===== config.mk =====
export PLATFORM = sky130hd
export DESIGN_NAME = ibus_frame_decoder
export DESIGN_NICKNAME = d
export VERILOG_FILES = /design/src/rtl/core/ibfd_pkg.sv /design/src/rtl/core/ibfd_ctrl.sv /design/src/rtl/core/ibfd_dp.sv /design/src/rtl/core/ibus_frame_decoder.sv
export SDC_FILE = /design/constraint.sdc
export NUM_CORES = 1
export LEC_CHECK = 0
export ABC_AREA = 1
export ABC_CLOCK_PERIOD_IN_PS = 3200
export BUFFER_PORTS_ARGS = -buffer_cell sky130_fd_sc_hd__buf_2
export CORE_MARGIN = 1.5
export CORE_UTILIZATION = 40
export CTS_BUF_LIST = sky130_fd_sc_hd__clkbuf_8
export DETAILED_ROUTE_END_ITERATION = 10
export SYNTH_ARGS = -nofsm -noshare
export SYNTH_HDL_FRONTEND = slang
export SYNTH_SLANG_ARGS = --single-unit

===== constraint.sdc =====
create_clock -name clk_i -period 3.2 [get_ports clk_i]
set_clock_uncertainty 0.15 [all_clocks]
set_input_delay 0.64 -clock clk_i [delete_from_list [all_inputs] [get_ports clk_i]]
set_output_delay 0.64 -clock clk_i [all_outputs]
set_load 0.005 [all_outputs]

===== src/rtl/core/ibfd_pkg.sv =====
// Shared types and constants for the iBUS frame decoder.
// Used by the controller, the datapath and the top level; no dependencies.
package ibfd_pkg;

  // Default number of channels in a frame
  localparam int unsigned DefChannels = 14;

  // Fixed field widths
  localparam int unsigned ByteW    = 8;
  localparam int unsigned ChanIdxW = 4;
  localparam int unsigned ChanValW = 16;
  localparam int unsigned CfgIdxW  = 1;

  // Configuration register indexes
  localparam logic [CfgIdxW-1:0] CfgHeaderFirst  = 1'b0;
  localparam logic [CfgIdxW-1:0] CfgHeaderSecond = 1'b1;

  // Reset values of the header registers
  localparam logic [ByteW-1:0] HeaderFirstRst  = 8'h20;
  localparam logic [ByteW-1:0] HeaderSecondRst = 8'h40;

  // Checksum seed
  localparam logic [ChanValW-1:0] SumSeed = 16'hFFFF;

  // Result kinds
  localparam logic KindChannel = 1'b0;
  localparam logic KindError   = 1'b1;

  // Operation on the running checksum
  typedef enum logic [1:0] {
    SumHold,
    SumInit,
    SumInitSub,
    SumSub
  } sum_op_e;

  // Controller to datapath commands
  typedef struct packed {
    sum_op_e               sum_op;
    logic                  lo_load;
    logic                  store_we;
    logic [ChanIdxW-1:0]   store_slot;
    logic                  sumlo_load;
    logic                  out_load;
    logic                  out_err;
    logic [ChanIdxW-1:0]   out_idx;
  } ibfd_cmd_t;

  // Datapath to controller status
  typedef struct packed {
    logic hdr1_match;
    logic hdr2_match;
    logic sum_match;
  } ibfd_status_t;

endpackage


===== src/rtl/core/ibfd_ctrl.sv =====
// Frame sequencer of the iBUS frame decoder: phase, byte count and emission.
// Depends on ibfd_pkg for the command and status structs.
module ibfd_ctrl #(
  parameter int unsigned Channels = ibfd_pkg::DefChannels
) (
  input  logic                    clk_i,
  input  logic                    rst_ni,
  input  logic                    in_valid_i,
  output logic                    in_stall_o,
  output logic                    out_valid_o,
  input  logic                    out_stall_i,
  input  ibfd_pkg::ibfd_status_t  status_i,
  output ibfd_pkg::ibfd_cmd_t     cmd_o
);

  localparam int unsigned CntW = $clog2(2 * Channels);
  localparam logic [CntW-1:0] CntLast = CntW'(2 * Channels - 1);
  localparam logic [ibfd_pkg::ChanIdxW-1:0] IdxLast = ibfd_pkg::ChanIdxW'(Channels - 1);

  // Phase codes
  localparam logic [2:0] PhHunt1   = 3'd0;
  localparam logic [2:0] PhHunt2   = 3'd1;
  localparam logic [2:0] PhPayload = 3'd2;
  localparam logic [2:0] PhSumLo   = 3'd3;
  localparam logic [2:0] PhSumHi   = 3'd4;

  logic [2:0]                     phase_q, phase_d;
  logic [CntW-1:0]                count_q, count_d;
  logic                           out_valid_q, out_valid_d;
  logic                           err_q, err_d;
  logic [ibfd_pkg::ChanIdxW-1:0]  idx_q, idx_d;
  logic                           in_acc, out_acc, emit_last;

  // Input is held off while a frame's results go out
  assign in_stall_o  = out_valid_q;
  assign out_valid_o = out_valid_q;
  assign in_acc      = in_valid_i & ~out_valid_q;
  assign out_acc     = out_valid_q & ~out_stall_i;
  assign emit_last   = err_q | (idx_q == IdxLast);

  // Next state and commands
  always_comb begin
    phase_d     = phase_q;
    count_d     = count_q;
    out_valid_d = out_valid_q;
    err_d       = err_q;
    idx_d       = idx_q;
    cmd_o       = '0;
    cmd_o.sum_op     = ibfd_pkg::SumHold;
    cmd_o.store_slot = ibfd_pkg::ChanIdxW'(count_q >> 1);
    cmd_o.out_idx    = idx_q;
    cmd_o.out_err    = err_q;

    if (in_acc) begin
      unique case (phase_q)
        PhHunt2: begin
          if (status_i.hdr2_match) begin
            cmd_o.sum_op = ibfd_pkg::SumSub;
            count_d      = '0;
            phase_d      = PhPayload;
          end else begin
            // retry this byte as a first header byte
            count_d = '0;
            if (status_i.hdr1_match) begin
              cmd_o.sum_op = ibfd_pkg::SumInitSub;
              phase_d      = PhHunt2;
            end else begin
              cmd_o.sum_op = ibfd_pkg::SumInit;
              phase_d      = PhHunt1;
            end
          end
        end
        PhPayload: begin
          cmd_o.sum_op = ibfd_pkg::SumSub;
          if (!count_q[0]) begin
            cmd_o.lo_load = 1'b1;
          end else begin
            cmd_o.store_we = 1'b1;
          end
          count_d = count_q + CntW'(1);
          if (count_q == CntLast) begin
            phase_d = PhSumLo;
          end
        end
        PhSumLo: begin
          cmd_o.sumlo_load = 1'b1;
          phase_d          = PhSumHi;
        end
        PhSumHi: begin
          cmd_o.sum_op   = ibfd_pkg::SumInit;
          count_d        = '0;
          phase_d        = PhHunt1;
          // launch the first result of the frame
          cmd_o.out_load = 1'b1;
          cmd_o.out_err  = ~status_i.sum_match;
          cmd_o.out_idx  = '0;
          err_d          = ~status_i.sum_match;
          idx_d          = '0;
          out_valid_d    = 1'b1;
        end
        default: begin
          // first header hunt, also for unused codes
          count_d = '0;
          if (status_i.hdr1_match) begin
            cmd_o.sum_op = ibfd_pkg::SumInitSub;
            phase_d      = PhHunt2;
          end else begin
            cmd_o.sum_op = ibfd_pkg::SumInit;
            phase_d      = PhHunt1;
          end
        end
      endcase
    end else if (out_acc) begin
      // step through the stored channels
      if (emit_last) begin
        out_valid_d = 1'b0;
      end else begin
        idx_d          = idx_q + ibfd_pkg::ChanIdxW'(1);
        cmd_o.out_load = 1'b1;
        cmd_o.out_idx  = idx_q + ibfd_pkg::ChanIdxW'(1);
      end
    end
  end

  // State registers
  always_ff @(posedge clk_i or negedge rst_ni) begin
    if (!rst_ni) begin
      phase_q     <= PhHunt1;
      count_q     <= '0;
      out_valid_q <= 1'b0;
      err_q       <= 1'b0;
      idx_q       <= '0;
    end else begin
      phase_q     <= phase_d;
      count_q     <= count_d;
      out_valid_q <= out_valid_d;
      err_q       <= err_d;
      idx_q       <= idx_d;
    end
  end

endmodule


===== src/rtl/core/ibfd_dp.sv =====
// Datapath of the iBUS frame decoder: header registers, checksum, channel
// store and result registers. Depends on ibfd_pkg.
module ibfd_dp #(
  parameter int unsigned Channels = ibfd_pkg::DefChannels
) (
  input  logic                                clk_i,
  input  logic                                rst_ni,
  input  logic                                cfg_we_i,
  input  logic [ibfd_pkg::CfgIdxW-1:0]        cfg_idx_i,
  input  logic [ibfd_pkg::ByteW-1:0]          cfg_data_i,
  input  logic [ibfd_pkg::ByteW-1:0]          rx_byte_i,
  input  ibfd_pkg::ibfd_cmd_t                 cmd_i,
  output ibfd_pkg::ibfd_status_t              status_o,
  output logic                                kind_o,
  output logic [ibfd_pkg::ChanIdxW-1:0]       channel_index_o,
  output logic [ibfd_pkg::ChanValW-1:0]       channel_value_o,
  output logic                                last_o
);

  localparam int unsigned SlotW = (Channels > 1) ? $clog2(Channels) : 1;
  localparam logic [ibfd_pkg::ChanIdxW-1:0] IdxLast = ibfd_pkg::ChanIdxW'(Channels - 1);

  logic [ibfd_pkg::ByteW-1:0]     hdr1_q, hdr2_q;
  logic [ibfd_pkg::ChanValW-1:0]  sum_q, sum_d;
  logic [ibfd_pkg::ByteW-1:0]     sum_lo_q;
  logic [ibfd_pkg::ByteW-1:0]     lo_hold_q;
  logic [ibfd_pkg::ChanValW-1:0]  store_q [Channels];
  logic [ibfd_pkg::ChanValW-1:0]  rx_ext, got_sum;

  logic                           kind_q, last_q;
  logic [ibfd_pkg::ChanIdxW-1:0]  idx_q;
  logic [ibfd_pkg::ChanValW-1:0]  value_q;

  assign rx_ext  = {{(ibfd_pkg::ChanValW - ibfd_pkg::ByteW){1'b0}}, rx_byte_i};
  assign got_sum = {rx_byte_i, sum_lo_q};

  // Compare results for the sequencer
  assign status_o.hdr1_match = (rx_byte_i == hdr1_q);
  assign status_o.hdr2_match = (rx_byte_i == hdr2_q);
  assign status_o.sum_match  = (got_sum == sum_q);

  // Header registers
  always_ff @(posedge clk_i or negedge rst_ni) begin
    if (!rst_ni) begin
      hdr1_q <= ibfd_pkg::HeaderFirstRst;
      hdr2_q <= ibfd_pkg::HeaderSecondRst;
    end else if (cfg_we_i) begin
      unique case (cfg_idx_i)
        ibfd_pkg::CfgHeaderFirst:  hdr1_q <= cfg_data_i;
        ibfd_pkg::CfgHeaderSecond: hdr2_q <= cfg_data_i;
        default: ;
      endcase
    end
  end

  // Running checksum
  always_comb begin
    unique case (cmd_i.sum_op)
      ibfd_pkg::SumInit:    sum_d = ibfd_pkg::SumSeed;
      ibfd_pkg::SumInitSub: sum_d = ibfd_pkg::SumSeed - rx_ext;
      ibfd_pkg::SumSub:     sum_d = sum_q - rx_ext;
      default:              sum_d = sum_q;
    endcase
  end

  always_ff @(posedge clk_i or negedge rst_ni) begin
    if (!rst_ni) begin
      sum_q     <= ibfd_pkg::SumSeed;
      sum_lo_q  <= '0;
      lo_hold_q <= '0;
    end else begin
      sum_q <= sum_d;
      if (cmd_i.sumlo_load) begin
        sum_lo_q <= rx_byte_i;
      end
      if (cmd_i.lo_load) begin
        lo_hold_q <= rx_byte_i;
      end
    end
  end

  // Channel store, written once per completed channel
  always_ff @(posedge clk_i) begin
    if (cmd_i.store_we) begin
      store_q[cmd_i.store_slot[SlotW-1:0]] <= {rx_byte_i, lo_hold_q};
    end
  end

  // Result registers
  always_ff @(posedge clk_i) begin
    if (cmd_i.out_load) begin
      kind_q <= cmd_i.out_err ? ibfd_pkg::KindError : ibfd_pkg::KindChannel;
      idx_q  <= cmd_i.out_err ? '0 : cmd_i.out_idx;
      value_q <= cmd_i.out_err ? '0 : store_q[cmd_i.out_idx[SlotW-1:0]];
      last_q <= cmd_i.out_err | (cmd_i.out_idx == IdxLast);
    end
  end

  assign kind_o          = kind_q;
  assign channel_index_o = idx_q;
  assign channel_value_o = value_q;
  assign last_o          = last_q;

endmodule


===== src/rtl/core/ibus_frame_decoder.sv =====
// iBUS frame decoder. One received byte is taken per clock while no results
// are pending. A frame is two header bytes, 2*Channels payload bytes and a
// little-endian checksum; after the checksum high byte the block emits
// Channels channel results (or one error result on a checksum mismatch),
// one per clock as the output side takes them, and holds in_stall_o high
// until the last one is taken. Results go out through the single result
// register, which steps through the channel store.
// Depends on ibfd_pkg, ibfd_ctrl and ibfd_dp.
module ibus_frame_decoder #(
  parameter int unsigned Channels = ibfd_pkg::DefChannels
) (
  input  logic                           clk_i,
  input  logic                           rst_ni,
  input  logic                           cfg_we_i,
  input  logic [ibfd_pkg::CfgIdxW-1:0]   cfg_idx_i,
  input  logic [ibfd_pkg::ByteW-1:0]     cfg_data_i,
  input  logic                           in_valid_i,
  output logic                           in_stall_o,
  input  logic [ibfd_pkg::ByteW-1:0]     rx_byte_i,
  output logic                           out_valid_o,
  input  logic                           out_stall_i,
  output logic                           kind_o,
  output logic [ibfd_pkg::ChanIdxW-1:0]  channel_index_o,
  output logic [ibfd_pkg::ChanValW-1:0]  channel_value_o,
  output logic                           last_o
);

  ibfd_pkg::ibfd_cmd_t    cmd;
  ibfd_pkg::ibfd_status_t status;

  // Sequencer
  ibfd_ctrl #(
    .Channels (Channels)
  ) u_ctrl (
    .clk_i       (clk_i),
    .rst_ni      (rst_ni),
    .in_valid_i  (in_valid_i),
    .in_stall_o  (in_stall_o),
    .out_valid_o (out_valid_o),
    .out_stall_i (out_stall_i),
    .status_i    (status),
    .cmd_o       (cmd)
  );

  // Datapath
  ibfd_dp #(
    .Channels (Channels)
  ) u_dp (
    .clk_i           (clk_i),
    .rst_ni          (rst_ni),
    .cfg_we_i        (cfg_we_i),
    .cfg_idx_i       (cfg_idx_i),
    .cfg_data_i      (cfg_data_i),
    .rx_byte_i       (rx_byte_i),
    .cmd_i           (cmd),
    .status_o        (status),
    .kind_o          (kind_o),
    .channel_index_o (channel_index_o),
    .channel_value_o (channel_value_o),
    .last_o          (last_o)
  );

endmodule

* Yosys cells after proc, flatten, opt, wreduce, memory -nomap -nowiden
Memory sizes are Yosys's and may differ from the RTL's. A register that Yosys moved wholly into a read port is not among the register bits.
Cells that the tools add are included.
** Word-level totals
- Register bits :: 68
- Bits in writable memories :: 224
- Bits of input ports :: 22
- Output and inout bits :: 24
- Logic and storage cells :: 83
- Memories :: 1
** Memories
- u_dp.store_q :: words 14, width 16, read ports 1, clocked after memory_dff 1, wr ports 1, line ibfd_dp.sv:27 : logic [ibfd_pkg::ChanValW-1:0] store_q [Channels];
** Operators by class
- $add $sub $neg :: 4
- Equality and inequality tests :: 15
- Muxes and demuxes :: 32
- Bitwise operators :: 9
- Reductions and logical operators :: 9
** Operators with widths (count)
- 16-bit case mux with 3 select lines :: 1
- 4-bit 2-to-1 mux :: 6
- 16-bit == test :: 1
- 8-bit == test :: 2
- 1-bit 2-to-1 mux :: 16
- 16-bit by 8-bit subtractor with 16-bit output :: 1
- 3-bit case mux with 4 select lines :: 1
- 5-bit case mux with 2 select lines :: 1
- 2-bit AND reduction :: 5
- 1-bit by 9-bit subtractor with 10-bit output (first input constant) :: 1
- 4-bit == test (second input constant) :: 2
- 2-bit case mux with 4 select lines :: 1
- 3-bit by 2-bit == test with 1-bit output (second input constant) :: 2
- 2-bit 2-to-1 mux :: 3
- 3-bit 2-to-1 mux :: 2
- 6-bit 2-to-1 mux :: 1
- 5-bit by 1-bit adder with 5-bit output (second input constant) :: 1
- 5-bit == test (second input constant) :: 1
- 1-bit inverter :: 5
- 4-bit by 1-bit adder with 4-bit output (second input constant) :: 1
- 2-bit == test (second input constant) :: 2
- 2-bit nonzero test :: 2
- 3-bit by 1-bit == test with 1-bit output (second input constant) :: 1
- 3-bit == test (second input constant) :: 1
- other kinds (7) :: 9

* Longest topological paths before layout
Gate-level depths: netlist of the first run.
- Depth in word-level cells :: 7
- Depth in mapped cells :: 16
- Gate-level depth less buffers :: 16

* Hierarchy
Synthesis of the first run repeated with hierarchy kept, for this count alone.
** Unflattened totals
- Cell total of the unflattened synthesis :: 1260
- Area, all modules :: 13455.4 um^2
** By module, submodules not included
- ibfd_dp :: times used 1, cells an instance 1128, area an instance 12489.5 um^2, seq. area each 8610.8 um^2
- ibfd_ctrl :: times used 1, cells an instance 132, area an instance 965.9 um^2, seq. area each 350.3 um^2

* Least setup slack after synthesis of the first run
OpenSTA, ideal clock, no wires.
- Path type :: in2reg
- From :: in in_valid_i
- To :: mem u_dp.store_q[0][0] in the netlist's numbering (enable)
- Library setup time :: 0.388 ns
- Data arrival time :: 2.146 ns
- Required time :: 2.662 ns
- Setup slack :: 0.515 ns
- Stages on the path :: 6
- Path buffers :: 0
- Cells stage by stage :: inv_1 > nor2_2 > inv_1 > nor3_1 > nand3_1 > nor2_1
** On the way
- Word-level cells in the longest chain between the ends :: 4
** Ends and longest elaborated chain
- start: declaration :: line ibus_frame_decoder.sv:17 : input logic in_valid_i,
- 1-bit AND :: line ibfd_ctrl.sv:37 : assign in_acc = in_valid_i & ~out_valid_q;
- 4-bit 2-to-1 mux :: line ibfd_ctrl.sv:54 : if (in_acc) begin
- 1-bit 2-to-1 mux :: line ibfd_dp.sv:84 : if (cmd_i.store_we) begin
- 1-bit 2-to-1 mux (not written as such) :: line ibfd_dp.sv:85 : store_q[cmd_i.store_slot[SlotW-1:0]] <= {rx_byte_i, lo_hold_q};
- end: declaration :: line ibfd_dp.sv:27
No other way between the ends.

* Worst setup path after layout of the first run
- From :: reg u_ctrl.idx_q[0] in the netlist's numbering
- To :: reg u_dp.value_q, in the netlist u_dp.channel_value_o[8] (read register of u_dp.store_q), data pin
** On the way
- Word-level cells in the longest chain between the ends :: 5
- Elaborated cells on any way between the ends :: 10
- Those cells by class :: add/sub: 1; eq/ne: 1; mux: 7; bitwise: 1
** Ends and longest elaborated chain
- start: declaration :: line ibfd_ctrl.sv:31 : logic [ibfd_pkg::ChanIdxW-1:0] idx_q, idx_d;
- start signal: assignment :: line ibfd_ctrl.sv:138 : idx_q <= idx_d;
- parallel branches: the longest is 5 deep, another holds 4-bit by 1-bit adder with 4-bit output
- end: declaration :: line ibfd_dp.sv:32 : logic [ibfd_pkg::ChanValW-1:0] value_q;
Several ways; the timed one is not identified.
A chain may end at the register's enable or synchronous reset.

==> results of run 1 <==
==> metrics by stage <==
| stage | instances | util | cell area (µm²) |
|---|---|---|---|
| after global placement | 1965 | 0.436 | 15400 |
| after floorplan | 1470 | - | 14300 |
| final | 2064 | 0.465 | 16500 |
| after detailed placement | 1965 | 0.436 | 15400 |
| after global routing | 2064 | 0.465 | 16500 |
| after CTS | 2064 | 0.465 | 16500 |
==> synthesized netlist by cell type <==
library cell | number | area share
sky130_fd_sc_hd__nand3_2 | 1 | 0.00070
sky130_fd_sc_hd__a211oi_1 | 1 | 0.00052
sky130_fd_sc_hd__dfrtp_1 | 44 | 0.077
sky130_fd_sc_hd__nand2_1 | 318 | 0.083
sky130_fd_sc_hd__buf_1 | 7 | 0.0018
sky130_fd_sc_hd__nor2_4 | 1 | 0.00079
sky130_fd_sc_hd__nand3_1 | 229 | 0.080
sky130_fd_sc_hd__xnor2_1 | 14 | 0.0086
sky130_fd_sc_hd__o21ai_1 | 11 | 0.0038
sky130_fd_sc_hd__nor3_1 | 8 | 0.0028
sky130_fd_sc_hd__o211ai_1 | 1 | 0.00052
sky130_fd_sc_hd__o21bai_1 | 1 | 0.00052
sky130_fd_sc_hd__a41oi_1 | 1 | 0.00061
sky130_fd_sc_hd__inv_2 | 8 | 0.0021
sky130_fd_sc_hd__inv_1 | 233 | 0.061
sky130_fd_sc_hd__a21oi_2 | 1 | 0.00061
sky130_fd_sc_hd__and3_1 | 1 | 0.00044
sky130_fd_sc_hd__clkbuf_1 | 19 | 0.0050
sky130_fd_sc_hd__xor2_1 | 7 | 0.0043
sky130_fd_sc_hd__clkbuf_2 | 2 | 0.00070
sky130_fd_sc_hd__nor3b_1 | 2 | 0.0010
sky130_fd_sc_hd__o21ai_0 | 77 | 0.027
sky130_fd_sc_hd__nand4_1 | 6 | 0.0026
sky130_fd_sc_hd__nor2_1 | 68 | 0.018
sky130_fd_sc_hd__fa_1 | 1 | 0.0014
sky130_fd_sc_hd__clkinv_1 | 1 | 0.00026
sky130_fd_sc_hd__a21oi_1 | 39 | 0.014
sky130_fd_sc_hd__ha_1 | 11 | 0.0096
sky130_fd_sc_hd__dfstp_2 | 18 | 0.033
sky130_fd_sc_hd__or2_2 | 1 | 0.00044
sky130_fd_sc_hd__buf_4 | 5 | 0.0026
sky130_fd_sc_hd__a31oi_1 | 4 | 0.0017
sky130_fd_sc_hd__nand3b_1 | 43 | 0.023
sky130_fd_sc_hd__o22ai_1 | 1 | 0.00044
sky130_fd_sc_hd__nor2_2 | 4 | 0.0017
sky130_fd_sc_hd__buf_2 | 26 | 0.0091
sky130_fd_sc_hd__buf_6 | 4 | 0.0031
sky130_fd_sc_hd__nand2_2 | 5 | 0.0022
sky130_fd_sc_hd__edfxtp_1 | 246 | 0.52
==> how the worst max path moves through the flow <==
| stage | cells after the start | to | slack [ns] | startpoint |
|---|---|---|---|---|
| after detailed placement | 12 | u_dp.sum_q[12] | 0.37 | rx_byte_i[0] |
| after floorplan | 6 | u_dp.store_q[0][0] | 0.52 | in_valid_i |
| after CTS | 13 | u_dp.channel_value_o[8] | 0.54 | u_ctrl.idx_q[0] |
| final | 13 | u_dp.channel_value_o[8] | 0.55 | u_ctrl.idx_q[0] |
| after global placement | 12 | u_dp.sum_q[12] | 0.41 | rx_byte_i[0] |
| after global routing | 13 | u_dp.channel_value_o[9] | 0.37 | u_ctrl.idx_q[0] |
==> critical path: cells and delay by family, from the launching register on <==
| family | cells | cell delay, ns |
|---|---|---|
| buffers and inverters | 2 | 0.42 |
| AND/OR/NAND/NOR | 9 | 1.06 |
| AO/OA/AOI/OAI | 1 | 0.07 |
| adder cells (fa/ha/maj) | 1 | 0.22 |
| flip-flops | 1 | 0.45 |
==> flip-flops by register name, indices dropped and copies added (netlist names) <==
signal                flops
u_dp.store_q            224
u_ctrl.idx_q              4
u_dp.hdr2_q               8
u_dp.sum_q               16
u_dp.sum_lo_q             8
u_dp.channel_index_o      4
u_ctrl.in_stall_o         1
u_dp.kind_o               1
u_dp.lo_hold_q            8
u_ctrl.err_q              1
u_ctrl.count_q            5
u_dp.last_o               1
u_dp.channel_value_o     16
u_ctrl.phase_q            3
u_dp.hdr1_q               8
==> layout make-up <==
| class | instances | area [µm²] |
|---|---|---|
| fillers | 3392 | 18900 |
| flip-flops and latches | 308 | 8960 |
| multi-input cells | 857 | 4200 |
| inverters | 242 | 908 |
| repair buffers | 98 | 788 |
| clock buffers | 53 | 729 |
| well taps | 461 | 577 |
| clock inverters | 45 | 290 |
==> power groups by stage <==
| stage | clock network [mW] | logic, mW | registers [mW] |
|---|---|---|---|
| after CTS | 3.53 | 1.79 | 4.90 |
| after global placement | 0 | 1.75 | 4.97 |
| final | 3.46 | 1.78 | 4.90 |
| after detailed placement | 0 | 1.78 | 4.98 |
| after global routing | 3.70 | 1.99 | 4.93 |
| after floorplan | 0 | 1.14 | 4.86 |
==> layer usage <==
metal | wire (µm) | up-vias | share of wire
li1 | - | 5057 | -
met1 | 16400 | 4947 | 0.45
met2 | 16300 | 315 | 0.45
met3 | 2400 | 79 | 0.066
met4 | 1150 | 0 | 0.032
met5 | 0 | - | 0
==> kinds of logic after synthesis <==
kind of cell | synth area share
DFF | 0.625
buffers and inverters | 0.0857
adders and majority gates | 0.0110
AOI/OAI and AO/OA | 0.0493
xor gates and xnor gates | 0.0128
and+or+nand+nor | 0.216
==> results by stage, run 1 <==
Status:
- The flow ran to the end, and the final reports show no timing, DRC or antenna violations.

STA:
- The maximum clock rate is 377 MHz.
- Setup repair after global routing left no endpoint under its margin.
- At the pin with the least slew margin, the transition time is 0.679 ns.
- The fraction of the cycle the final worst path needs is 0.828.
- Setup violations remaining at the end of the flow were counted as 0.
- The final-report hold violation count is 0.
- The setup TNS after final layout is 0 ns.
- The worst setup slack after layout is 0.550 ns.
- The post-layout minimum cycle time is 2.65 ns.
- Headroom to the max-slew limit came out at 0.546.
- The tightest hold path in the finished design has a slack of 0.149 ns.
- The final max-slew violation count came to 0.

Global route:
- The global-route wire length before repair is 56500 µm.
- The met3 usage is 0.0400.
- The via count of the first global-routing pass is 10216.
- After global routing, the most crowded layer is met2.
- For met2 alone, demand over resource in global routing was 0.316.
- Across every metal layer, demand over resource in global routing totals 0.202.
- The overflow left after global routing is 0.
- The initial antenna violation count came to 0.
- The pin count of the biggest net entering global routing is 86.
- For met1 alone, demand over resource in global routing was 0.276.

Synth:
- The cell area after synthesis is 14300 µm².
- When the netlist entered floorplanning its net count stood at 1504.
- The synthesized instance count is 1470.
- The distinct cell type count of the synthesized netlist is 39.
- The warning count from the yosys run is 0.
- The post-synthesis area per instance is 9.75 µm².
- Of the synthesized area, sequential elements account for 0.625.
- Counting flops and latches in the post-synthesis netlist gives 308.

Die:
- The die span in x is 192 µm.
- The starting density of the core is 0.405.
- In this run the standard cell core region covers 35400 µm².
- The floorplan has 69 rows.
- The die area is 37000 µm².
- 46 I/O pins were placed.
- The height of the die is 192 µm.

Power and ir drop:
- IR analysis of the VDD net gives a maximum drop of 0.369 mV.
- Of the total power, combinational logic draws 0.175.
- The share of total power dissipated in sequential elements is 0.484.
- The clock power share is 0.341.
- The net switching power figure is 3.05 mW.
- Summed over all cells, the static leakage comes to 7.11 nW.
- The switching share of power is 0.302.
- For this design the ratio of total power to cell area is 615 nW/µm².
- The internal power of the cells totals 7.07 mW.
- Total power for the finished layout comes to 10.1 mW.

Clock tree:
- TritonCTS built the clock tree.
- After clock tree synthesis, the setup repair step added 0 buffers.
- The cell at the root of the clock tree is sky130_fd_sc_hd__clkbuf_8.
- The clock net in this run drives a total of 308 sinks.
- The number of buffers on the longest clock path is 3.
- CTS built an H-tree with a depth of 2.
- Buffers inserted to repair hold after CTS numbered 1.
- For the worst-skew pair, the clock arrives at the later sink with an insertion delay of 0.62 ns.
- Clock-pin slew was measured on the worst setup and hold paths at 0.06 ns.
- The number of buffers created by CTS is 53.
- Post-CTS repair changed the size of 0 cells.

Routing:
- The initial detailed-routing violation count is 778.
- After detailed routing, the number of remaining DRC violations is 0.
- The number of iterations in the first detailed-routing pass is 5.
- The routed via count divided by cell count is 5.04.
- The routed design has 36300 µm of wire.
- In the final routed layout, each cell accounts on average for 17.6 µm.
- The total vias in the final route is 10398.
- The count of nets left with antenna violations once routing finished came out at 0.

Setup path:
- The critical path goes through ha_1 -> nand3_1 -> nand2_1 -> nor2_4 -> nand2_2 -> nand2_4 -> buf_12 -> buf_12 -> nand2_1 -> nand3_1 -> nand3_1 -> nand3_1 -> a21oi_1.
- The class of the most critical setup path is flip-flop to flip-flop.
- The start of the worst register-to-register path is u_ctrl.idx_q[0].
- By instance count, the cell type seen most on the critical path is sky130_fd_sc_hd__nand3_1.
- STA classifies the critical path endpoint as a flip-flop.
- The arrival time at the worst endpoint is 2.84 ns.
- The worst-case reg-to-reg path depth is 13.
- For this run, the slowest stage of the critical path takes 0.45 ns.
- The critical path startpoint category is a flip-flop.
- The register-to-register setup slack is 0.55 ns.
- The cell with the largest stage delay on the worst path is sky130_fd_sc_hd__dfrtp_1.
- The end of the worst register-to-register path is u_dp.channel_value_o[8].
- The worst path required time is 3.39 ns.
- In this run the worst path has a maximum fanout of 34.

Worst hold path:
- The class of the most critical hold timing path is input port to flip-flop.
- The hold-critical path depth is 3.
- In this run the most critical hold path is launched from cfg_data_i[5].
- The worst hold path terminates at u_dp.hdr1_q[5].

Layout:
- The antenna diode instance count is 0.
- The top cell types in the final layout, fill and taps aside, are 318 x sky130_fd_sc_hd__nand2_1, 255 x sky130_fd_sc_hd__inv_1, 246 x sky130_fd_sc_hd__edfxtp_1, 228 x sky130_fd_sc_hd__nand3_1, 77 x sky130_fd_sc_hd__o21ai_0.
- The most common library cell in the layout ignoring fill and taps is sky130_fd_sc_hd__nand2_1.
- In the final design database the tool counted 1594 nets.
- Of the cells placed in the final design, the portion with a size suffix greater than 1 is 0.135.
- Relative to the synthesized area, the layout overhead comes to 14.8%.

Place:
- The pre-CTS setup slack is 0.371 ns.
- The half-perimeter wire length after detailed placement is 22800 µm.
- The number of buffers added on ports is 45.
- Routability-driven placement finished with a final weighted congestion of 0.869.

Run:
- The number of max-cap violations is 0.
(Power assumes the default switching activity.)
==> run 2, diff against run 1 <==
--- a/config.mk
+++ b/config.mk
@@ -6,7 +6,7 @@
 export NUM_CORES = 1
 export LEC_CHECK = 0
 export ABC_AREA = 1
-export ABC_CLOCK_PERIOD_IN_PS = 3200
+export ABC_CLOCK_PERIOD_IN_PS = 2350
 export BUFFER_PORTS_ARGS = -buffer_cell sky130_fd_sc_hd__buf_2
 export CORE_MARGIN = 1.5
 export CORE_UTILIZATION = 40
==> constraint.sdc (replaced) <==
create_clock -name clk_i -period 2.35 [get_ports clk_i]
set_clock_uncertainty 0.15 [all_clocks]
set_input_delay 0.47 -clock clk_i [delete_from_list [all_inputs] [get_ports clk_i]]
set_output_delay 0.47 -clock clk_i [all_outputs]
set_load 0.005 [all_outputs]
==> run 2 against run 1 <==
Compared with the run above:
- worst setup slack worse by 0.49 ns
- sequential share of layout area down 3.8 points
- sequential power up 37%
- clock-buffer cell count up 1
- critical path depth down 1
- final cell count up 3.9%
- register-to-register slack worse by 0.49 ns
- critical path type unchanged
- largest cell class unchanged
- highest routed layer unchanged
==> results by stage, run 2 (same netlist as run 1, synthesis figures left out) <==
Layout:
- The area taken by multi-input logic gates is 4310 µm² (was 4200 µm²).
- The final layout net count is 1677 (was 1594).
- The flip-flop count of the largest register after layout is 224 (unchanged).
- The register cell area after layout was 8960 µm² (about the same).
- Commonest cells after routing, fill and taps aside: 315 x sky130_fd_sc_hd__nand2_1, 246 x sky130_fd_sc_hd__edfxtp_1, 242 x sky130_fd_sc_hd__inv_1, 226 x sky130_fd_sc_hd__nand3_1, 80 x sky130_fd_sc_hd__buf_4 (was 318 x sky130_fd_sc_hd__nand2_1, 255 x sky130_fd_sc_hd__inv_1, 246 x sky130_fd_sc_hd__edfxtp_1, 228 x sky130_fd_sc_hd__nand3_1, 77 x sky130_fd_sc_hd__o21ai_0).
- The post-layout utilization of the core is 0.500 (was 0.465).
- The filler cell count is 3213 (was 3392).
- The share of layout cells above drive strength 1 is 0.187 (was 0.135).
- The final non-filler cell total is 2144 (was 2064).
- The most common library cell in the layout ignoring fill and taps is sky130_fd_sc_hd__nand2_1 (unchanged).
- The layout overhead on the synthesized area is 23.4% (was 14.8%).

Routing:
- The initial detailed-routing violation count is 963 (was 778).
- The total vias in the final route is 10804 (was 10398).
- The mean routed wirelength per cell is 18.1 µm (was 17.6 µm).
- The remaining design rule violation count is 0 (unchanged).
- The total detailed-routing wirelength was 38900 µm (was 36300 µm).
- The number of iterations in the first detailed-routing pass was 5 (unchanged).
- The routed via count divided by cell count is 5.04 (about the same).
- The number of routed nets with antenna violations is 0 (unchanged).

Worst hold path:
- The startpoint of the worst hold path is out_stall_i (was cfg_data_i[5]).
- The hold-critical path depth is 3 (unchanged).
- The class of the most critical hold timing path is input port to flip-flop (unchanged).
- The end point of the worst hold path is u_ctrl.in_stall_o (was u_dp.hdr1_q[5]).

Global route:
- The via count of the first global-routing pass came to 10564 (was 10216).
- The global routing usage summed across all routing layers is 0.211 (was 0.202).
- The pin count of the biggest net entering global routing is 63 (was 86).
- The overflow left after global routing was 0 (unchanged).
- The initial antenna violation count came to 0 (unchanged).
- The global-route wire length before repair is 59200 µm (was 56500 µm).

Clock tree:
- The deepest level of the CTS H-tree is 2 (unchanged).
- The clock-pin slew on the worst setup and hold paths is 0.06 ns (about the same).
- The clock latency on the worst-skew pair is 0.61 ns (was 0.62 ns).
- The CTS tree is done (unchanged).
- The number of buffers on the longest clock path was 3 (unchanged).
- The number of buffers created by CTS is 51 (was 53).
- The cell at the root of the clock tree is sky130_fd_sc_hd__clkbuf_8 (unchanged).
- The number of clock sinks seen by CTS is 308 (unchanged).

Setup path:
- The worst-case reg-to-reg path depth is 12 (was 13).
- The start of the worst register-to-register path was u_ctrl.idx_q[0] (unchanged).
- The worst path required time is 2.62 ns (was 3.39 ns).
- The dominant delay contributor by cell family on the critical path was simple AND/OR/NAND/NOR gates (unchanged).
- The arrival time at the worst endpoint is 2.57 ns (was 2.84 ns).
- The number of buffer and inverter instances along the worst setup path is 3 (was 2).
- The longest individual stage delay on the worst path is 0.41 ns (was 0.45 ns).
- The class of the most critical setup path is flip-flop to flip-flop (unchanged).
- The critical path startpoint category is a flip-flop (unchanged).
- The cell with the largest stage delay on the worst path was sky130_fd_sc_hd__dfrtp_1 (unchanged).
- The end of the worst register-to-register path was u_dp.channel_value_o[4] (was u_dp.channel_value_o[8]).
- The register-to-register setup slack is 0.06 ns (was 0.55 ns).
- The critical path capture point type is a flip-flop (unchanged).
- The peak fanout along the critical path is 7 (was 34).
- Critical-path cell list: ha_4 -> nand3_4 -> nand2_4 -> nor2_4 -> buf_4 -> nand3_1 -> nand2_4 -> clkinv_4 -> clkbuf_16 -> a21oi_1 -> nand2_1 -> a21oi_1 (was ha_1 -> nand3_1 -> nand2_1 -> nor2_4 -> nand2_2 -> nand2_4 -> buf_12 -> buf_12 -> nand2_1 -> nand3_1 -> nand3_1 -> nand3_1 -> a21oi_1).

Die:
- The die span in x is 192 µm (unchanged).
- The core area came to 35400 µm² (unchanged).
- The die area is 37000 µm² (unchanged).
- The height of the die is 192 µm (unchanged).
- The number of cell rows is 69 (unchanged).
- The top-level port count is 46 (unchanged).
- The starting density of the core was 0.405 (unchanged).

STA:
- The post-layout minimum cycle time was 2.29 ns (was 2.65 ns).
- The worst setup slack after layout is 0.0585 ns (was 0.550 ns).
- The relative slew slack was 0.575 (was 0.546).
- The fraction of the cycle the final worst path needs came to 0.975 (was 0.828).
- The slew of the pin with the lowest slew margin is 0.637 ns (was 0.679 ns).
- The final-report hold violation count came to 0 (unchanged).
- The final max-slew violation count is 0 (unchanged).
- The total of endpoints with negative setup slack in the final report came to 0 (unchanged).
- The maximum clock rate is 436 MHz (was 377 MHz).
- The setup TNS after final layout is 0 ns (unchanged).

Place:
- The number of buffers added on ports came to 45 (unchanged).
- The final RePlAce weighted congestion came to 0.889 (was 0.869).
- The count of placed standard cells including taps was 2021 (was 1965).
- The pre-CTS setup slack came to -0.0767 ns (was 0.371 ns).
- The half-perimeter wire length after detailed placement is 23400 µm (was 22800 µm).

Power and ir drop:
- The power after layout is 14.8 mW (was 10.1 mW).
- The leakage power figure was 7.65 nW (was 7.11 nW).
- The power density over cell area is 835 nW/µm² (was 615 nW/µm²).
- The peak supply drop is 0.442 mV (was 0.369 mV).

Run:
- The number of max-cap violations came to 0 (unchanged).

Status:
- Result of the run: finished, final reports clean (unchanged).
-- run 2: changes by cell type in the layout (fill, tap and decap cells not counted), moves of 3 or more --
| cell | change |
|---|---|
| sky130_fd_sc_hd__buf_4 | +41 |
| sky130_fd_sc_hd__buf_12 | +19 |
| sky130_fd_sc_hd__inv_1 | -13 |
| sky130_fd_sc_hd__clkbuf_16 | +9 |
| sky130_fd_sc_hd__dlygate4sd3_1 | +8 |
| sky130_fd_sc_hd__buf_6 | +6 |
| sky130_fd_sc_hd__a21oi_1 | -4 |
| sky130_fd_sc_hd__a21oi_2 | +4 |
| sky130_fd_sc_hd__clkinv_2 | +4 |
| sky130_fd_sc_hd__nand2_4 | +4 |
| sky130_fd_sc_hd__nand2_1 | -3 |
| sky130_fd_sc_hd__nand3_4 | +3 |
-- run 2: where the power goes --
group	internal, mW	switching [mW]
registers	6.30	0.388
clock network	2.59	2.22
logic	1.47	1.81
total	10.4	4.41
-- run 2: how the worst max path moves through the flow --
stage / to / startpoint / depth (start not counted)
after detailed placement: u_dp.channel_value_o[6] / out_stall_i / 12
final: u_dp.channel_value_o[4] / u_ctrl.idx_q[0] / 12
after floorplan: u_dp.store_q[0][0] / in_valid_i / 6
after CTS: u_dp.channel_value_o[2] / u_ctrl.idx_q[1] / 12
after global placement: u_dp.channel_value_o[14] / out_stall_i / 12
after global routing: u_dp.channel_value_o[6] / u_ctrl.idx_q[0] / 13
-- run 2: through the flow --
step	hold WS, ns	area [µm²]
after floorplan	0.0244	14300
after global placement	0.322	16100
after detailed placement	0.335	16100
after CTS	0.0612	17200
after global routing	0.0793	17700
final	0.0911	17700
-- run 2: repair_timing --
action	in CTS	in global routing
hold buffers	9	0
gates resized for setup	1	37
gates cloned	0	9
buffers inserted	0	12
pin swaps	0	8
endpoints found under the setup margin	1	20
endpoints found under the hold margin	60	0
-- run 2: metal layers --
layer | track usage | share of wire
met1 | 0.287 | 0.44
met2 | 0.340 | 0.47
met3 | 0.0371 | 0.069
met4 | 0.0710 | 0.026
met5 | 0 | 0
-- run 2: layout make-up --
type,instances,share of cell area
timing repair buffer,183,0.107
multi-input combinational,857,0.244
clock buffer,54,0.0420
sequential,308,0.507
tap,461,0.0326
clock inverter,38,0.0163
inverter,242,0.0518
antenna,1,0.000141
-- run 2: tightest hold or removal path, stage by stage --
cell                      delay (ns)
sky130_fd_sc_hd__buf_2          0.13
sky130_fd_sc_hd__a21oi_1        0.05
sky130_fd_sc_hd__o21ai_0        0.14
==> run 3, diff against run 2 <==
--- a/config.mk
+++ b/config.mk
@@ -9,7 +9,7 @@
 export ABC_CLOCK_PERIOD_IN_PS = 2350
 export BUFFER_PORTS_ARGS = -buffer_cell sky130_fd_sc_hd__buf_2
 export CORE_MARGIN = 1.5
-export CORE_UTILIZATION = 40
+export CORE_UTILIZATION = 35
 export CTS_BUF_LIST = sky130_fd_sc_hd__clkbuf_8
 export DETAILED_ROUTE_END_ITERATION = 10
 export SYNTH_ARGS = -nofsm -noshare
==> run 3 against run 2 <==
Compared with the run above:
- combinational power grew 5%
- clock-buffer cell count grew 2
- critical path type unchanged
- routed wire length is 1.4% lower
- highest routed layer unchanged
==> results by stage, run 3 (same netlist as run 1, synthesis figures left out) <==
Routing:
- The total detailed-routing wirelength came to 38300 µm (was 38900 µm).
- The initial detailed-routing violation count is 957 (was 963).
- The mean routed wirelength per cell is 17.2 µm (was 18.1 µm).
- The remaining design rule violation count came to 0 (unchanged).
- The total vias in the final route came to 10789 (was 10804).
- The number of routed nets with antenna violations is 0 (unchanged).
- The routed via count divided by cell count was 4.85 (was 5.04).
- The number of iterations in the first detailed-routing pass is 5 (unchanged).

Layout:
- The area of all placed cells without fillers was 18000 µm² (was 17700 µm²).
- The antenna diode instance count is 0 (was 1).
- The post-layout utilization of the core is 0.449 (was 0.500).
- The area taken by multi-input logic gates is 4390 µm² (was 4310 µm²).
- The share of layout cells above drive strength 1 came to 0.206 (was 0.187).
- The final layout net count is 1691 (was 1677).
- The most common library cell in the layout ignoring fill and taps is sky130_fd_sc_hd__nand2_1 (unchanged).
- The layout overhead on the synthesized area came to 25.5% (was 23.4%).
- The filler cell count was 3736 (was 3213).
- Commonest cells after routing, fill and taps aside: 315 x sky130_fd_sc_hd__nand2_1, 248 x sky130_fd_sc_hd__inv_1, 246 x sky130_fd_sc_hd__edfxtp_1, 218 x sky130_fd_sc_hd__nand3_1, 90 x sky130_fd_sc_hd__buf_4 (was 315 x sky130_fd_sc_hd__nand2_1, 246 x sky130_fd_sc_hd__edfxtp_1, 242 x sky130_fd_sc_hd__inv_1, 226 x sky130_fd_sc_hd__nand3_1, 80 x sky130_fd_sc_hd__buf_4).
- The register cell area after layout is 8960 µm² (unchanged).
- The flip-flop count of the largest register after layout is 224 (unchanged).

Die:
- The starting density of the core is 0.358 (was 0.405).
- The height of the die was 205 µm (was 192 µm).
- The number of cell rows is 73 (was 69).
- The die area is 42200 µm² (was 37000 µm²).
- The die span in x is 205 µm (was 192 µm).
- The core area came to 40100 µm² (was 35400 µm²).
- The top-level port count is 46 (unchanged).

STA:
- Setup repair after global routing could not meet its margin everywhere.
- The slew of the pin with the lowest slew margin is 0.629 ns (was 0.637 ns).
- The relative slew slack was 0.580 (was 0.575).
- The maximum clock rate was 439 MHz (was 436 MHz).
- The worst setup slack after layout was 0.0733 ns (was 0.0585 ns).
- The setup TNS after final layout is 0 ns (unchanged).
- The final-report hold violation count is 0 (unchanged).
- The final max-slew violation count is 0 (unchanged).
- The fraction of the cycle the final worst path needs came to 0.969 (was 0.975).
- The post-layout minimum cycle time is 2.28 ns (was 2.29 ns).
- The total of endpoints with negative setup slack in the final report is 0 (unchanged).

Global route:
- The global-route wire length before repair is 57400 µm (was 59200 µm).
- The via count of the first global-routing pass was 10300 (was 10564).
- The pin count of the biggest net entering global routing was 63 (unchanged).
- The global-route track usage on met2 is 0.296 (was 0.340).
- The global routing usage summed across all routing layers is 0.180 (was 0.211).
- The global routing's busiest layer was met2 (unchanged).
- The initial antenna violation count came to 1 (was 0).
- The met3 usage is 0.0268 (was 0.0371).
- The overflow left after global routing is 0 (unchanged).
- The fraction of met1 tracks used by global routing is 0.246 (was 0.287).

Clock tree:
- The clock-pin slew on the worst setup and hold paths is 0.06 ns (about the same).
- The number of clock sinks seen by CTS is 308 (unchanged).
- The number of buffers created by CTS is 52 (was 51).
- The deepest level of the CTS H-tree is 2 (unchanged).
- The clock latency on the worst-skew pair is 0.60 ns (was 0.61 ns).
- The number of buffers on the longest clock path is 3 (unchanged).
- The cell at the root of the clock tree is sky130_fd_sc_hd__clkbuf_8 (unchanged).
- The CTS tree is done (unchanged).

Power and ir drop:
- The peak supply drop is 0.608 mV (was 0.442 mV).
- The power density over cell area is 822 nW/µm² (was 835 nW/µm²).
- The leakage power figure came to 7.76 nW (was 7.65 nW).

Place:
- The pre-CTS setup slack is -0.126 ns (was -0.0767 ns).
- The cell area reported after detailed placement came to 16400 µm² (was 16100 µm²).
- The number of buffers added on ports came to 45 (unchanged).
- The half-perimeter wire length after detailed placement is 23600 µm (was 23400 µm).
- The final RePlAce weighted congestion is 0.888 (was 0.889).

Setup path:
- The end of the worst register-to-register path is u_dp.channel_value_o[12] (was u_dp.channel_value_o[4]).
- The worst path required time was 2.65 ns (was 2.62 ns).
- The register-to-register setup slack is 0.07 ns (was 0.06 ns).
- The worst setup path startpoint is u_ctrl.idx_q[1] (was u_ctrl.idx_q[0]).
- The class of the most critical setup path is flip-flop to flip-flop (unchanged).
- The peak fanout along the critical path is 7 (unchanged).
- The critical path startpoint category is a flip-flop (unchanged).
- The worst-case reg-to-reg path depth is 15 (was 12).
- The start of the worst register-to-register path is u_ctrl.idx_q[1] (was u_ctrl.idx_q[0]).
- The arrival time at the worst endpoint is 2.58 ns (was 2.57 ns).
- The critical path capture point type is a flip-flop (unchanged).

Worst hold path:
- The hold-critical path depth is 3 (unchanged).
- The end point of the worst hold path is u_dp.hdr2_q[7] (was u_ctrl.in_stall_o).
- The class of the most critical hold timing path is input port to flip-flop (unchanged).
- The startpoint of the worst hold path is cfg_data_i[7] (was out_stall_i).

Status:
- Result of the run: finished, final reports clean (unchanged).

Run:
- The number of max-cap violations is 0 (unchanged).
[run 3: changes by cell type in the layout (fill, tap and decap cells not counted), moves of 3 or more]
| cell | delta |
|---|---|
| sky130_fd_sc_hd__a21oi_1 | -15 |
| sky130_fd_sc_hd__a21oi_2 | +14 |
| sky130_fd_sc_hd__buf_12 | +8 |
| sky130_fd_sc_hd__buf_4 | +10 |
| sky130_fd_sc_hd__clkbuf_16 | -3 |
| sky130_fd_sc_hd__inv_1 | +6 |
| sky130_fd_sc_hd__nand2_2 | +4 |
| sky130_fd_sc_hd__nand2_4 | -3 |
| sky130_fd_sc_hd__nand3_1 | -8 |
| sky130_fd_sc_hd__nand3_2 | +9 |
[run 3: metal layers]
layer,share of wire,routed length [µm]
met1,0.45,17200
met2,0.47,17900
met3,0.062,2390
met4,0.022,824
met5,0,0
[run 3: worst max-delay path by stage]
stage | to | slack, ns | cells past startpoint
after global placement | u_dp.channel_value_o[15] | -0.13 | 12
after detailed placement | u_dp.channel_value_o[15] | -0.13 | 12
final | u_dp.channel_value_o[12] | 0.07 | 15
after CTS | u_dp.channel_value_o[15] | 0.004 | 13
after floorplan | u_dp.store_q[0][0] | -0.16 | 6
after global routing | u_dp.channel_value_o[15] | -0.02 | 14
[run 3: metrics by stage]
step | hold WS (ns) | cells | power (mW)
4_1_cts | 0.00981 | 2211 | 14.5
2_1_floorplan | 0.0244 | 1470 | 8.17
3_3_place_gp | 0.322 | 2104 | 9.66
5_1_grt | 0.0453 | 2224 | 15.5
6_report | 0.0476 | 2224 | 14.8
3_5_place_dp | 0.330 | 2104 | 9.69
[run 3: critical path: stages, from the launching register on]
cell and delay, ns:
sky130_fd_sc_hd__dfrtp_1 0.39, sky130_fd_sc_hd__inv_2 0.09, sky130_fd_sc_hd__ha_4 0.14, sky130_fd_sc_hd__nand3_4 0.11, sky130_fd_sc_hd__nand2_4 0.10, sky130_fd_sc_hd__nor2_4 0.04
sky130_fd_sc_hd__buf_4 0.14, sky130_fd_sc_hd__nand2_2 0.06, sky130_fd_sc_hd__o21ai_2 0.05, sky130_fd_sc_hd__nand2_2 0.12, sky130_fd_sc_hd__inv_4 0.07, sky130_fd_sc_hd__buf_12 0.15
sky130_fd_sc_hd__clkbuf_16 0.16, sky130_fd_sc_hd__a21oi_2 0.12, sky130_fd_sc_hd__nand2_1 0.09, sky130_fd_sc_hd__a21oi_2 0.16
[run 3: layout make-up]
class	count	share of cell area
sequential	308	0.498
clock inverter	40	0.0145
inverter	242	0.0507
timing repair buffer	196	0.114
multi-input combinational	857	0.244
clock buffer	56	0.0428
tap	525	0.0365
[run 3: where the power goes]
part	switching, mW	internal (mW)	total (mW)
Clock	2.16	2.54	4.70
Sequential	0.374	6.30	6.68
Combinational	1.86	1.56	3.42
Total	4.39	10.4	14.8
[run 3: timing repair]
item,CTS,global route
gates resized for setup,3,54
hold buffers,8,0
pin swaps,1,18
endpoints found under the setup margin,3,200
hold endpoints to repair,57,0
cloned,0,6
setup buffers,3,7
